--- config.mk ---
export PLATFORM = sky130hd
export DESIGN_NAME = escape_text_decoder
export DESIGN_NICKNAME = d
export VERILOG_FILES = /design/src/rtl/core/etd_pkg.sv /design/src/rtl/core/escape_text_decoder.sv /design/src/rtl/core/etd_cfg.sv /design/src/rtl/core/etd_decode.sv /design/src/rtl/core/etd_out_fifo.sv
export SDC_FILE = /design/constraint.sdc
export NUM_CORES = 1
export LEC_CHECK = 0
export BUFFER_PORTS_ARGS = -buffer_cell sky130_fd_sc_hd__buf_2
export CAP_MARGIN = 20
export CORE_ASPECT_RATIO = 0.8
export CORE_UTILIZATION = 45
export DETAILED_ROUTE_END_ITERATION = 8
export GPL_TIMING_DRIVEN = 0
export SLEW_MARGIN = 40
export SYNTH_ARGS = -nofsm -noshare
export SYNTH_HDL_FRONTEND = slang
export SYNTH_HIERARCHICAL = 1
export SYNTH_SLANG_ARGS = --single-unit
--- constraint.sdc ---
create_clock -name clk -period 9.4 [get_ports clk]
set_input_delay 0.47 -clock clk [delete_from_list [all_inputs] [get_ports clk]]
set_output_delay 0.47 -clock clk [all_outputs]
set_load 0.02 [all_outputs]
--- src/rtl/core/etd_pkg.sv ---
// shared types, character codes and sizes for the escape text decoder
package etd_pkg;

  localparam int unsigned CAP_W      = 15;
  localparam int unsigned BYTE_W     = 8;
  localparam int unsigned FIFO_DEPTH = 4;

  localparam logic [CAP_W-1:0] CAP_RESET = 15'd255;

  localparam logic [1:0] PH_NORMAL = 2'd0;
  localparam logic [1:0] PH_ESCAPE = 2'd1;
  localparam logic [1:0] PH_DIGITS = 2'd2;

  localparam logic [1:0] OCT_MAX_DIGITS = 2'd3;

  localparam logic [BYTE_W-1:0] CH_BSL   = 8'h5C;
  localparam logic [BYTE_W-1:0] CH_LO_R  = 8'h72;
  localparam logic [BYTE_W-1:0] CH_UP_R  = 8'h52;
  localparam logic [BYTE_W-1:0] CH_LO_N  = 8'h6E;
  localparam logic [BYTE_W-1:0] CH_UP_N  = 8'h4E;
  localparam logic [BYTE_W-1:0] CH_LO_T  = 8'h74;
  localparam logic [BYTE_W-1:0] CH_UP_T  = 8'h54;
  localparam logic [BYTE_W-1:0] CH_ZERO  = 8'h30;
  localparam logic [BYTE_W-1:0] CH_SEVEN = 8'h37;
  localparam logic [BYTE_W-1:0] CH_CR    = 8'h0D;
  localparam logic [BYTE_W-1:0] CH_LF    = 8'h0A;
  localparam logic [BYTE_W-1:0] CH_TAB   = 8'h09;

  typedef struct packed {
    logic              truncated;
    logic              string_end;
    logic              run_last;
    logic              byte_valid;
    logic [BYTE_W-1:0] data;
  } res_t;

endpackage

--- src/rtl/core/escape_text_decoder.sv ---
// top level of the escape text decoder: stream ports, config port, decode and queue
// a result beat is registered into the queue and offered once it reaches the head
// one input beat per cycle while in_tready, one result beat per cycle while out_tready
// an input beat that yields two result beats pushes both into the queue together
// in_tready is high while the result queue has room for two beats
// reset: synchronous active low, clears decode state and queue, capacity returns to 255
module escape_text_decoder #(
  parameter int unsigned FifoDepth = etd_pkg::FIFO_DEPTH
) (
  input  logic        clk,
  input  logic        rst_n,
  input  logic        in_tvalid,
  output logic        in_tready,
  input  logic [7:0]  in_tdata,   // [7:0] in_byte
  input  logic        in_tlast,
  output logic        out_tvalid,
  input  logic        out_tready,
  output logic [7:0]  out_tdata,  // [7:0] out_byte
  output logic [2:0]  out_tuser,  // [0] byte_valid, [1] string_end, [2] truncated
  output logic        out_tlast,
  input  logic        cfg_psel,
  input  logic        cfg_penable,
  input  logic        cfg_pwrite,
  input  logic [1:0]  cfg_paddr,
  input  logic [31:0] cfg_pwdata,
  output logic [31:0] cfg_prdata,
  output logic        cfg_pready
);

  logic [etd_pkg::CAP_W-1:0] capacity;
  logic                      accept;
  logic                      room2;
  logic [1:0]                res_n;
  logic [1:0]                push_n;
  etd_pkg::res_t             res0, res1, head;

  assign in_tready = room2;
  assign accept    = in_tvalid && in_tready;
  assign push_n    = accept ? res_n : 2'd0;

  etd_cfg u_cfg (
    .clk      (clk),
    .rst_n    (rst_n),
    .psel     (cfg_psel),
    .penable  (cfg_penable),
    .pwrite   (cfg_pwrite),
    .paddr    (cfg_paddr),
    .pwdata   (cfg_pwdata),
    .prdata   (cfg_prdata),
    .pready   (cfg_pready),
    .capacity (capacity)
  );

  etd_decode u_decode (
    .clk      (clk),
    .rst_n    (rst_n),
    .accept   (accept),
    .in_byte  (in_tdata),
    .in_last  (in_tlast),
    .capacity (capacity),
    .res0     (res0),
    .res1     (res1),
    .res_n    (res_n)
  );

  etd_out_fifo #(
    .Depth (FifoDepth)
  ) u_out_fifo (
    .clk        (clk),
    .rst_n      (rst_n),
    .push_n     (push_n),
    .din0       (res0),
    .din1       (res1),
    .room2      (room2),
    .dout_valid (out_tvalid),
    .dout_ready (out_tready),
    .dout       (head)
  );

  assign out_tdata = head.data;
  assign out_tuser = {head.truncated, head.string_end, head.byte_valid};
  assign out_tlast = head.run_last;

endmodule

--- src/rtl/core/etd_cfg.sv ---
// configuration register file: capacity register behind an apb-style port
module etd_cfg (
  input  logic                      clk,
  input  logic                      rst_n,
  input  logic                      psel,
  input  logic                      penable,
  input  logic                      pwrite,
  input  logic [1:0]                paddr,
  input  logic [31:0]               pwdata,
  output logic [31:0]               prdata,
  output logic                      pready,
  output logic [etd_pkg::CAP_W-1:0] capacity
);

  localparam logic [1:0] ADDR_CAPACITY = 2'd0;

  logic [etd_pkg::CAP_W-1:0] cap_r;
  logic [etd_pkg::CAP_W-1:0] cap_nxt;
  logic                      wr_en;

  assign pready = 1'b1;
  assign wr_en  = psel && penable && pwrite && pready;

  always_comb begin
    cap_nxt = cap_r;
    if (wr_en) begin
      cap_nxt = pwdata[etd_pkg::CAP_W-1:0];
    end
  end

  always_ff @(posedge clk) begin
    if (!rst_n) begin
      cap_r <= etd_pkg::CAP_RESET;
    end else begin
      cap_r <= cap_nxt;
    end
  end

  assign prdata   = (paddr == ADDR_CAPACITY) ?
                    {{(32-etd_pkg::CAP_W){1'b0}}, cap_r} : 32'd0;
  assign capacity = cap_r;

endmodule

--- src/rtl/core/etd_decode.sv ---
// escape decode state and per-beat result generation with capacity gating
module etd_decode (
  input  logic                       clk,
  input  logic                       rst_n,
  input  logic                       accept,
  input  logic [etd_pkg::BYTE_W-1:0] in_byte,
  input  logic                       in_last,
  input  logic [etd_pkg::CAP_W-1:0]  capacity,
  output etd_pkg::res_t              res0,
  output etd_pkg::res_t              res1,
  output logic [1:0]                 res_n
);

  logic [1:0]                 phase_r, phase_nxt;
  logic [1:0]                 dcnt_r, dcnt_nxt;
  logic [etd_pkg::BYTE_W-1:0] oval_r, oval_nxt;
  logic [etd_pkg::CAP_W-1:0]  emitted_r, emitted_nxt;

  logic [etd_pkg::BYTE_W-1:0] cand [2];
  logic [1:0]                 ncand;
  logic [1:0]                 nok;
  logic                       is_oct;
  logic                       do_plain;
  logic                       ok0, ok1;
  logic [etd_pkg::CAP_W:0]    e_ext, c_ext, e_p1, e_p2;

  assign is_oct = (in_byte >= etd_pkg::CH_ZERO) && (in_byte <= etd_pkg::CH_SEVEN);
  assign e_ext  = {1'b0, emitted_r};
  assign c_ext  = {1'b0, capacity};
  assign e_p1   = e_ext + {{etd_pkg::CAP_W{1'b0}}, 1'b1};
  assign e_p2   = e_ext + {{(etd_pkg::CAP_W-1){1'b0}}, 2'd2};

  always_comb begin
    cand[0]   = '0;
    cand[1]   = '0;
    ncand     = 2'd0;
    phase_nxt = phase_r;
    dcnt_nxt  = dcnt_r;
    oval_nxt  = oval_r;
    do_plain  = 1'b0;

    case (phase_r)
      etd_pkg::PH_ESCAPE: begin
        if (in_byte == etd_pkg::CH_LO_R || in_byte == etd_pkg::CH_UP_R) begin
          phase_nxt = etd_pkg::PH_NORMAL;
          cand[0]   = etd_pkg::CH_CR;
          ncand     = 2'd1;
        end else if (in_byte == etd_pkg::CH_LO_N || in_byte == etd_pkg::CH_UP_N) begin
          phase_nxt = etd_pkg::PH_NORMAL;
          cand[0]   = etd_pkg::CH_LF;
          ncand     = 2'd1;
        end else if (in_byte == etd_pkg::CH_LO_T || in_byte == etd_pkg::CH_UP_T) begin
          phase_nxt = etd_pkg::PH_NORMAL;
          cand[0]   = etd_pkg::CH_TAB;
          ncand     = 2'd1;
        end else if (is_oct) begin
          phase_nxt = etd_pkg::PH_DIGITS;
          dcnt_nxt  = 2'd1;
          oval_nxt  = {5'd0, in_byte[2:0]};
        end else begin
          cand[0]  = '0;
          ncand    = 2'd1;
          do_plain = 1'b1;
        end
      end
      etd_pkg::PH_DIGITS: begin
        if (is_oct) begin
          oval_nxt = {oval_r[4:0], in_byte[2:0]};
          dcnt_nxt = dcnt_r + 2'd1;
          if (dcnt_nxt == etd_pkg::OCT_MAX_DIGITS || dcnt_nxt == 2'd0) begin
            phase_nxt = etd_pkg::PH_NORMAL;
            cand[0]   = oval_nxt;
            ncand     = 2'd1;
          end
        end else begin
          cand[0]  = oval_r;
          ncand    = 2'd1;
          do_plain = 1'b1;
        end
      end
      default: begin
        do_plain = 1'b1;
      end
    endcase

    if (do_plain) begin
      if (in_byte == etd_pkg::CH_BSL) begin
        phase_nxt = etd_pkg::PH_ESCAPE;
        dcnt_nxt  = 2'd0;
        oval_nxt  = '0;
      end else begin
        phase_nxt       = etd_pkg::PH_NORMAL;
        cand[ncand[0]]  = in_byte;
        ncand           = ncand + 2'd1;
      end
    end

    // end of string flushes a pending escape
    if (in_last) begin
      if (phase_nxt == etd_pkg::PH_ESCAPE) begin
        cand[ncand[0]] = '0;
        ncand          = ncand + 2'd1;
      end else if (phase_nxt == etd_pkg::PH_DIGITS) begin
        cand[ncand[0]] = oval_nxt;
        ncand          = ncand + 2'd1;
      end
    end

    ok0 = (ncand != 2'd0) && (e_ext < c_ext);
    ok1 = (ncand == 2'd2) && (e_p1 < c_ext);
    nok = ok0 ? (ok1 ? 2'd2 : 2'd1) : 2'd0;

    res0.data       = cand[0];
    res0.byte_valid = 1'b1;
    res0.truncated  = (e_p1 >= c_ext);
    res0.run_last   = (nok == 2'd1);
    res0.string_end = in_last && (nok == 2'd1);

    res1.data       = cand[1];
    res1.byte_valid = 1'b1;
    res1.truncated  = (e_p2 >= c_ext);
    res1.run_last   = 1'b1;
    res1.string_end = in_last;

    res_n = nok;
    if (in_last && nok == 2'd0) begin
      res0.data       = '0;
      res0.byte_valid = 1'b0;
      res0.truncated  = (e_ext >= c_ext);
      res0.run_last   = 1'b1;
      res0.string_end = 1'b1;
      res_n           = 2'd1;
    end

    if (in_last) begin
      phase_nxt   = etd_pkg::PH_NORMAL;
      dcnt_nxt    = 2'd0;
      oval_nxt    = '0;
      emitted_nxt = '0;
    end else begin
      emitted_nxt = emitted_r + {{(etd_pkg::CAP_W-2){1'b0}}, nok};
    end
  end

  always_ff @(posedge clk) begin
    if (!rst_n) begin
      phase_r   <= etd_pkg::PH_NORMAL;
      dcnt_r    <= 2'd0;
      oval_r    <= '0;
      emitted_r <= '0;
    end else if (accept) begin
      phase_r   <= phase_nxt;
      dcnt_r    <= dcnt_nxt;
      oval_r    <= oval_nxt;
      emitted_r <= emitted_nxt;
    end
  end

  a_last_clears: assert property (@(posedge clk) disable iff (!rst_n)
    accept && in_last |=> phase_r == etd_pkg::PH_NORMAL && emitted_r == '0 && dcnt_r == 2'd0)
    else $error("string end did not clear decode state");

  a_digits_count: assert property (@(posedge clk) disable iff (!rst_n)
    phase_r == etd_pkg::PH_DIGITS |-> dcnt_r == 2'd1 || dcnt_r == 2'd2)
    else $error("digit count out of range while gathering digits");

  a_full_holds: assert property (@(posedge clk) disable iff (!rst_n)
    accept && !in_last && ({1'b0, emitted_r} >= {1'b0, capacity})
    |=> emitted_r == $past(emitted_r))
    else $error("emitted count grew past capacity");

endmodule

--- src/rtl/core/etd_out_fifo.sv ---
// result queue: takes up to two result beats per cycle, drains one per cycle while dout_ready is high
module etd_out_fifo #(
  parameter int unsigned Depth = etd_pkg::FIFO_DEPTH
) (
  input  logic          clk,
  input  logic          rst_n,
  input  logic [1:0]    push_n,
  input  etd_pkg::res_t din0,
  input  etd_pkg::res_t din1,
  output logic          room2,
  output logic          dout_valid,
  input  logic          dout_ready,
  output etd_pkg::res_t dout
);

  localparam int unsigned PW = (Depth > 1) ? $clog2(Depth) : 1;
  localparam int unsigned CW = $clog2(Depth + 1);
  localparam logic [PW-1:0] LAST_PTR = PW'(Depth - 1);
  localparam logic [CW-1:0] ROOM_MAX = CW'(Depth - 2);
  localparam logic [CW-1:0] FULL_CNT = CW'(Depth);

  etd_pkg::res_t mem_r [Depth];
  logic [PW-1:0] wr_ptr_r, wr_ptr_nxt, wr_ptr1;
  logic [PW-1:0] rd_ptr_r, rd_ptr_nxt;
  logic [CW-1:0] count_r, count_nxt;
  logic          pop;

  function automatic logic [PW-1:0] ptr_inc(input logic [PW-1:0] p);
    ptr_inc = (p == LAST_PTR) ? '0 : p + PW'(1);
  endfunction

  assign pop        = dout_valid && dout_ready;
  assign dout_valid = (count_r != '0);
  assign dout       = mem_r[rd_ptr_r];
  assign room2      = (count_r <= ROOM_MAX);
  assign wr_ptr1    = ptr_inc(wr_ptr_r);

  always_comb begin
    wr_ptr_nxt = wr_ptr_r;
    if (push_n == 2'd1) begin
      wr_ptr_nxt = wr_ptr1;
    end else if (push_n == 2'd2) begin
      wr_ptr_nxt = ptr_inc(wr_ptr1);
    end
    rd_ptr_nxt = pop ? ptr_inc(rd_ptr_r) : rd_ptr_r;
    count_nxt  = count_r + CW'(push_n) - CW'(pop);
  end

  always_ff @(posedge clk) begin
    if (!rst_n) begin
      wr_ptr_r <= '0;
      rd_ptr_r <= '0;
      count_r  <= '0;
    end else begin
      wr_ptr_r <= wr_ptr_nxt;
      rd_ptr_r <= rd_ptr_nxt;
      count_r  <= count_nxt;
    end
  end

  always_ff @(posedge clk) begin
    if (push_n != 2'd0) begin
      mem_r[wr_ptr_r] <= din0;
    end
    if (push_n == 2'd2) begin
      mem_r[wr_ptr1] <= din1;
    end
  end

  a_no_overflow: assert property (@(posedge clk) disable iff (!rst_n)
    count_r <= FULL_CNT)
    else $error("result queue overflow");

  a_push_has_room: assert property (@(posedge clk) disable iff (!rst_n)
    push_n != 2'd0 |-> room2)
    else $error("push without room for two beats");

  a_pop_only: assert property (@(posedge clk) disable iff (!rst_n)
    push_n == 2'd0 && pop |=> count_r == $past(count_r) - CW'(1))
    else $error("queue count wrong after pop");

endmodule
==> impl_metrics.json, run 1 <==
{
  "internal-power_uw": 858,
  "rows": 41,
  "multi_input_area_sq_um": 4530,
  "met3_usage_pct": 3.89,
  "startpoint_type": "flip-flop",
  "cts_buffers": 9,
  "wl_per_cell_microns": 17.2,
  "min_path_type": "in2reg",
  "synthArstFlopShare_pct": 0,
  "nets": 1007,
  "setup_viol": 0,
  "slew_headroom_pct": 45.5,
  "cts_buffer_depth": 2,
  "post-place-ws_ns": 3.81,
  "synth.top_cell.area_share_pct": 19.2,
  "grt_start_max_net_pins": 17,
  "cp_data_required_time_ns": 9.51,
  "drt_wl_total_mm": 19.1,
  "peakVddDrop_mv": 0.154,
  "cellPowerDensity_nw_per_um2": 145,
  "drt_iter0_markers": 450,
  "synth_area_sq_um": 7490,
  "gp_congestion": 0.919,
  "clk_latency_ns": 0.35,
  "regArea_sq_um": 2460,
  "grt_pass1_wl_mm": 31.3,
  "ant_nets": 0,
  "gr-usage-met2_pct": 34.4,
  "slew_violations": 0,
  "min_period_ns": 5.80,
  "drtPass1Iterations": 5,
  "timing.final.crit_share_pct": 61.7,
  "final_util_pct": 52.9,
  "diodes": 0,
  "postCtsSetupBuffers": 0,
  "clk_transition_reported_paths_ns": 0.07,
  "syn_inst": 803,
  "vias": 6196,
  "gr-max-usage-layer": "met2",
  "synth_edf_count": 48,
  "worst_clock_skew_ns": 0.00833,
  "io_pins": 97,
  "met1_usage_pct": 34.3,
  "finalWorstSetupSlack_ns": 3.60,
  "ctsResizeCount": 0,
  "ctsHoldBuffers": 0,
  "core-area_sq_um": 16000,
  "combPwrFrac_pct": 25.8,
  "gr-total-overflow": 0,
  "ys_seq_area_share_pct": 32.9,
  "synth_top_area_cell": "edfxtp_1",
  "placed_cell_area_sq_um": 8140,
  "drive_above_1_share_pct": 20.1,
  "synth-main-ff-cell": "dfxtp_1",
  "leakagePower_nw": 3.50,
  "clkPwrFrac_pct": 32.3,
  "yosysUniqueCellTypes": 70,
  "whs_ns": 0.366,
  "p_switching_uw": 368,
  "cts_sinks": 99,
  "rsz0062_at_grt": "false",
  "synth_area_leaders": "edfxtp_1 (19%), dfxtp_1 (14%), ha_1 (11%)",
  "crit_type": "reg2reg",
  "cp.arrival_ns": 5.91,
  "htreeDepth": 3,
  "die_w_microns": 146,
  "swShare_pct": 30.0,
  "postSynthAreaPerCell_sq_um": 9.33,
  "critPathSlowestCell": "a311oi_1",
  "die_h_microns": 117,
  "cts_root_buffer": "clkbuf_16",
  "ys.warnings.count": 6,
  "grt_pass1_vias": 5932,
  "stdcell_count": 1109,
  "cpPeakStageDelay_ns": 0.71,
  "cap_viol_max_count": 0,
  "grt_usage_pct": 23.1,
  "hold_violations": 0,
  "dp.cells": 1093,
  "end_kind": "flip-flop",
  "antenna_found_initial": 0,
  "place_hpwl_mm": 14.8,
  "cp_max_fo": 10,
  "tns_ns": 0,
  "ys_seq_elements": 99,
  "worst_pin_slew_ns": 0.812,
  "max_freq_ghz": 0.172,
  "outcome": "finished, final reports clean",
  "design.die.area_sq_um": 17200,
  "design_area_sq_um": 8470,
  "power_frac_seq_pct": 41.9,
  "tritoncts": "built",
  "portBuffers": 54,
  "finalPower_mw": 1.23,
  "cp_cell_sequence": "inv_1 -> ha_1 -> clkbuf_1 -> nand2_1 -> a311oi_1 -> ha_1 -> a211oi_1 -> nor2_1 -> nand3_1 -> a21oi_1 -> o31ai_1 -> buf_4 -> and3_1 -> inv_1 -> ha_1 -> nand2_1 -> buf_4 -> o21ai_2 -> buf_4",
  "area_growth_pct": 13.0,
  "drcViolationCount": 0,
  "n_fill_cell": 1499,
  "start_util_pct": 46.8,
  "vias_per_cell": 5.59
}
## cell type report
type	count	share of cell area, %
sequential	99	29.1
multi-input combinational	603	53.5
inverter	57	2.53
clock buffer	9	2.66
tap	215	3.18
clock inverter	7	1.06
buffer	61	4.40
timing repair buffer	58	3.55
## worst max-delay path, delay by kind of cell (launching register included)
family                     cells  cell delay [ns]
AOI/OAI and AO/OA              5             2.10
adders and majority gates      3             0.86
buffers and inverters          6             1.26
DFF                            1             0.33
and+or+nand+nor                5             0.99
## power groups by stage
stage | Combinational [mW] | Clock (mW) | Sequential (mW)
after global routing | 0.350 | 0.425 | 0.517
after floorplan | 0.228 | 0 | 0.517
final | 0.316 | 0.397 | 0.513
after CTS | 0.318 | 0.408 | 0.513
after global placement | 0.303 | 0 | 0.523
after detailed placement | 0.317 | 0 | 0.523
## cells in the final DEF, fill, tap and decap left out, drive strengths merged, types with 21 or more instances in the layout
cell type and n:
o21ai 40, edfxtp 48, nand2 70, clkbuf 35, nor3 21, a21oi 37, buf 93, nor2 48
mux2 48, ha 66, inv 58, dfxtp 51
## metal layers
layer / vias up / wire length [microns]
met5: - / 0
met4: 0 / 191
met3: 12 / 1090
met2: 176 / 8150
met1: 2978 / 9630
li1: 3030 / -
## state kept, by name (all words and copies together), names as in the netlist, named ones only
| signal | cells |
|---|---|
| u_out_fifo/mem_r | 48 |
| u_decode/phase_r | 2 |
| u_decode/dcnt_r | 2 |
| u_cfg/capacity | 15 |
| u_out_fifo/count_r | 3 |
| u_decode/emitted_r | 15 |
| u_out_fifo/wr_ptr_r | 2 |
| u_decode/oval_r | 8 |
| u_out_fifo/rd_ptr_r | 2 |
## logic make-up after synthesis
family | synth area share, %
AND/OR/NAND/NOR | 17.1
AO/OA/AOI/OAI | 13.5
multiplexers | 12.5
adder cells (fa/ha/maj) | 11.6
flip-flops | 32.9
XOR/XNOR | 4.44
other | 0.150
buffers and inverters | 7.83
## synthesized netlist by cell type, types with 3 or more instances
cell type  instances
nand2b_1          10
xnor2_1           20
edfxtp_1          48
a32oi_1            4
mux2i_1           12
buf_6              4
nor2_1            48
o22a_1             4
buf_2              3
nand2_1           70
nand3_1           20
a211oi_1           6
nor2b_1           12
a22o_1             5
o21ai_0           40
conb_1             3
a21o_1            10
and3_1             4
buf_4             26
o22ai_1            8
or3_1              9
a32o_1             3
and2_1            20
nand4_1           20
clkbuf_1          25
dfxtp_1           51
o211ai_1          10
xor2_1            18
mux2_2            48
a31oi_1            4
ha_1              66
nor3_1            21
a21oi_1           37
inv_1             55
mux4_2            10
o21a_1             3
o2111ai_1          3
## final timing paths
path / cells after the start / endpoint / startpoint / slack [ns]
setup reg to reg: 19 / u_out_fifo/mem_r[3][2] / u_decode/phase_r[0] / 3.60
hold reg to reg: 2 / u_cfg/capacity[14] / u_cfg/capacity[14] / 0.47
setup / recovery: 19 / u_out_fifo/mem_r[3][2] / u_decode/phase_r[0] / 3.60
hold / removal: 3 / u_cfg/capacity[14] / cfg_pwdata[14] / 0.37
Power figures use the tool's default switching activity.
==> run 2, diff against run 1 <==
clock period = 5.6 ns   (was 9.4 ns; I/O delays follow)
==> run 2 against run 1 <==
  * Critical path depth up 2
  * Hold slack worse by 0.19 ns
  * First-iteration DRC count grew 13%
  * Via count rose by 0.15%
  * Maximum frequency increased by 11%
  * Flip-flop and latch count did not move
  * Combinational power grew 68%
  * Register-to-register slack got worse by 3.2 ns
  * Clock skew about the same
  * Non-clock buffer count unchanged
  * Count of clock-buffer cells in the layout is the same
  * Critical path type unchanged
  * Critical endpoint unchanged
  * Largest power group unchanged
==> impl_metrics.json, run 2 (same netlist as run 1, synthesis figures left out) <==
{
  "final_util_pct": 53.0,
  "largest_register_ffs": 48,
  "cp_max_fo": 10,
  "whs_ns": 0.172,
  "min_path_type": "in2reg",
  "ant_nets": 0,
  "crit_family": "buffers and inverters",
  "min_period_ns": 5.21,
  "grt_pass1_vias": 5943,
  "end_kind": "flip-flop",
  "portBuffers": 54,
  "hold_violations": 0,
  "grt_usage_pct": 23.1,
  "gr-total-overflow": 0,
  "tritoncts": "built",
  "drtPass1Iterations": 5,
  "grt_start_max_net_pins": 17,
  "rsz0062_at_grt": "false",
  "cp.arrival_ns": 5.32,
  "area_growth_pct": 13.3,
  "vias_per_cell": 5.60,
  "cap_viol_max_count": 0,
  "critPathSlowestCell": "a311oi_2",
  "diodes": 0,
  "nets": 1007,
  "rows": 41,
  "clk_latency_ns": 0.35,
  "drt_iter0_markers": 509,
  "die_w_microns": 146,
  "leakagePower_nw": 3.50,
  "max_freq_ghz": 0.192,
  "cts_buffer_depth": 2,
  "cts_sinks": 99,
  "finalPower_mw": 2.06,
  "antenna_found_initial": 0,
  "cp_data_required_time_ns": 5.71,
  "clk_transition_reported_paths_ns": 0.07,
  "gp_congestion": 0.919,
  "peakVddDrop_mv": 0.260,
  "startpoint_type": "flip-flop",
  "final_cell_mix": "nand2_1 (70), ha_1 (66), buf_2 (57)",
  "core-area_sq_um": 16000,
  "cellPowerDensity_nw_per_um2": 243,
  "stdcell_count": 1109,
  "drive_above_1_share_pct": 20.8,
  "drcViolationCount": 0,
  "crit_type": "reg2reg",
  "outcome": "finished, final reports clean",
  "htreeDepth": 3,
  "wl_per_cell_microns": 17.4,
  "drt_wl_total_mm": 19.3,
  "finalWorstSetupSlack_ns": 0.395,
  "timing.final.crit_share_pct": 93.0,
  "start_util_pct": 46.8,
  "layout_commonest_cell": "nand2_1",
  "slew_violations": 0,
  "critPathBufInv": 8,
  "dp.cells": 1093,
  "place_hpwl_mm": 14.8,
  "cpPeakStageDelay_ns": 0.50,
  "largest-register": "u_out_fifo/mem_r",
  "post-place-ws_ns": 0.0144,
  "cp_cell_sequence": "inv_1 -> ha_1 -> clkbuf_1 -> nand2_1 -> a311oi_2 -> ha_1 -> a211oi_2 -> o21ai_0 -> mux2i_1 -> o21a_1 -> buf_2 -> inv_2 -> o31ai_2 -> buf_4 -> and3_1 -> inv_1 -> ha_1 -> nand2_1 -> buf_4 -> o21ai_2 -> buf_4",
  "worst_pin_slew_ns": 0.697,
  "slew_headroom_pct": 53.4,
  "design.die.area_sq_um": 17200,
  "vias": 6205,
  "setup_viol": 0,
  "die_h_microns": 117,
  "cts_root_buffer": "clkbuf_16",
  "grt_pass1_wl_mm": 31.3,
  "io_pins": 97,
  "worst_clock_skew_ns": 0.00817,
  "cts_buffers": 9
}
-- run 2: metal layers --
metal  vias up  wire [microns]  global-route usage [%]
met2       167            8210                    34.6
met5         -               0                       0
met1      2996            9750                    34.3
li1       3029               -                       -
met4         0             224                    5.86
met3        13            1080                    3.89
-- run 2: final timing paths --
check | endpoint | start | slack [ns] | cells past startpoint
worst max-delay path | u_out_fifo/mem_r[3][2] | u_decode/phase_r[0] | 0.39 | 21
worst min-delay path | u_cfg/capacity[14] | cfg_pwdata[14] | 0.17 | 3
worst max register to register | u_out_fifo/mem_r[3][2] | u_decode/phase_r[0] | 0.39 | 21
worst min register to register | u_cfg/capacity[14] | u_cfg/capacity[14] | 0.47 | 2
-- run 2: timing repair --
action / CTS / global route
setup endpoints to repair: 5 / 94
buffers inserted: 0 / 0
hold buffers: 0 / 0
gates resized for setup: 1 / 6
gates cloned: 0 / 0
-- run 2: cell type report --
type                       count  area [sq um]
clock buffer                   9           225
inverter                      57           214
sequential                    99          2460
clock inverter                 7          90.1
tap                          215           269
buffer                        61           374
timing repair buffer          58           300
fill                        1499          7520
multi-input combinational    603          4550
-- run 2: worst min-delay path: stages --
cell and delay, ns:
buf_2 0.10, nand2_1 0.05, mux2i_1 0.06
-- run 2: stage by stage --
stage / area [sq um] / TNS (ns)
3_5_place_dp: 8140 / 0
2_1_floorplan: 7550 / 0
3_3_place_gp: 8090 / -39.72
5_1_grt: 8490 / 0
6_report: 8490 / 0
4_1_cts: 8460 / 0
-- run 2: where the power goes --
group          total (mW)  internal, mW  switching [mW]
Clock               0.668         0.390           0.278
Sequential          0.862         0.826          0.0358
Combinational       0.532         0.225           0.307
Total                2.06          1.44           0.621
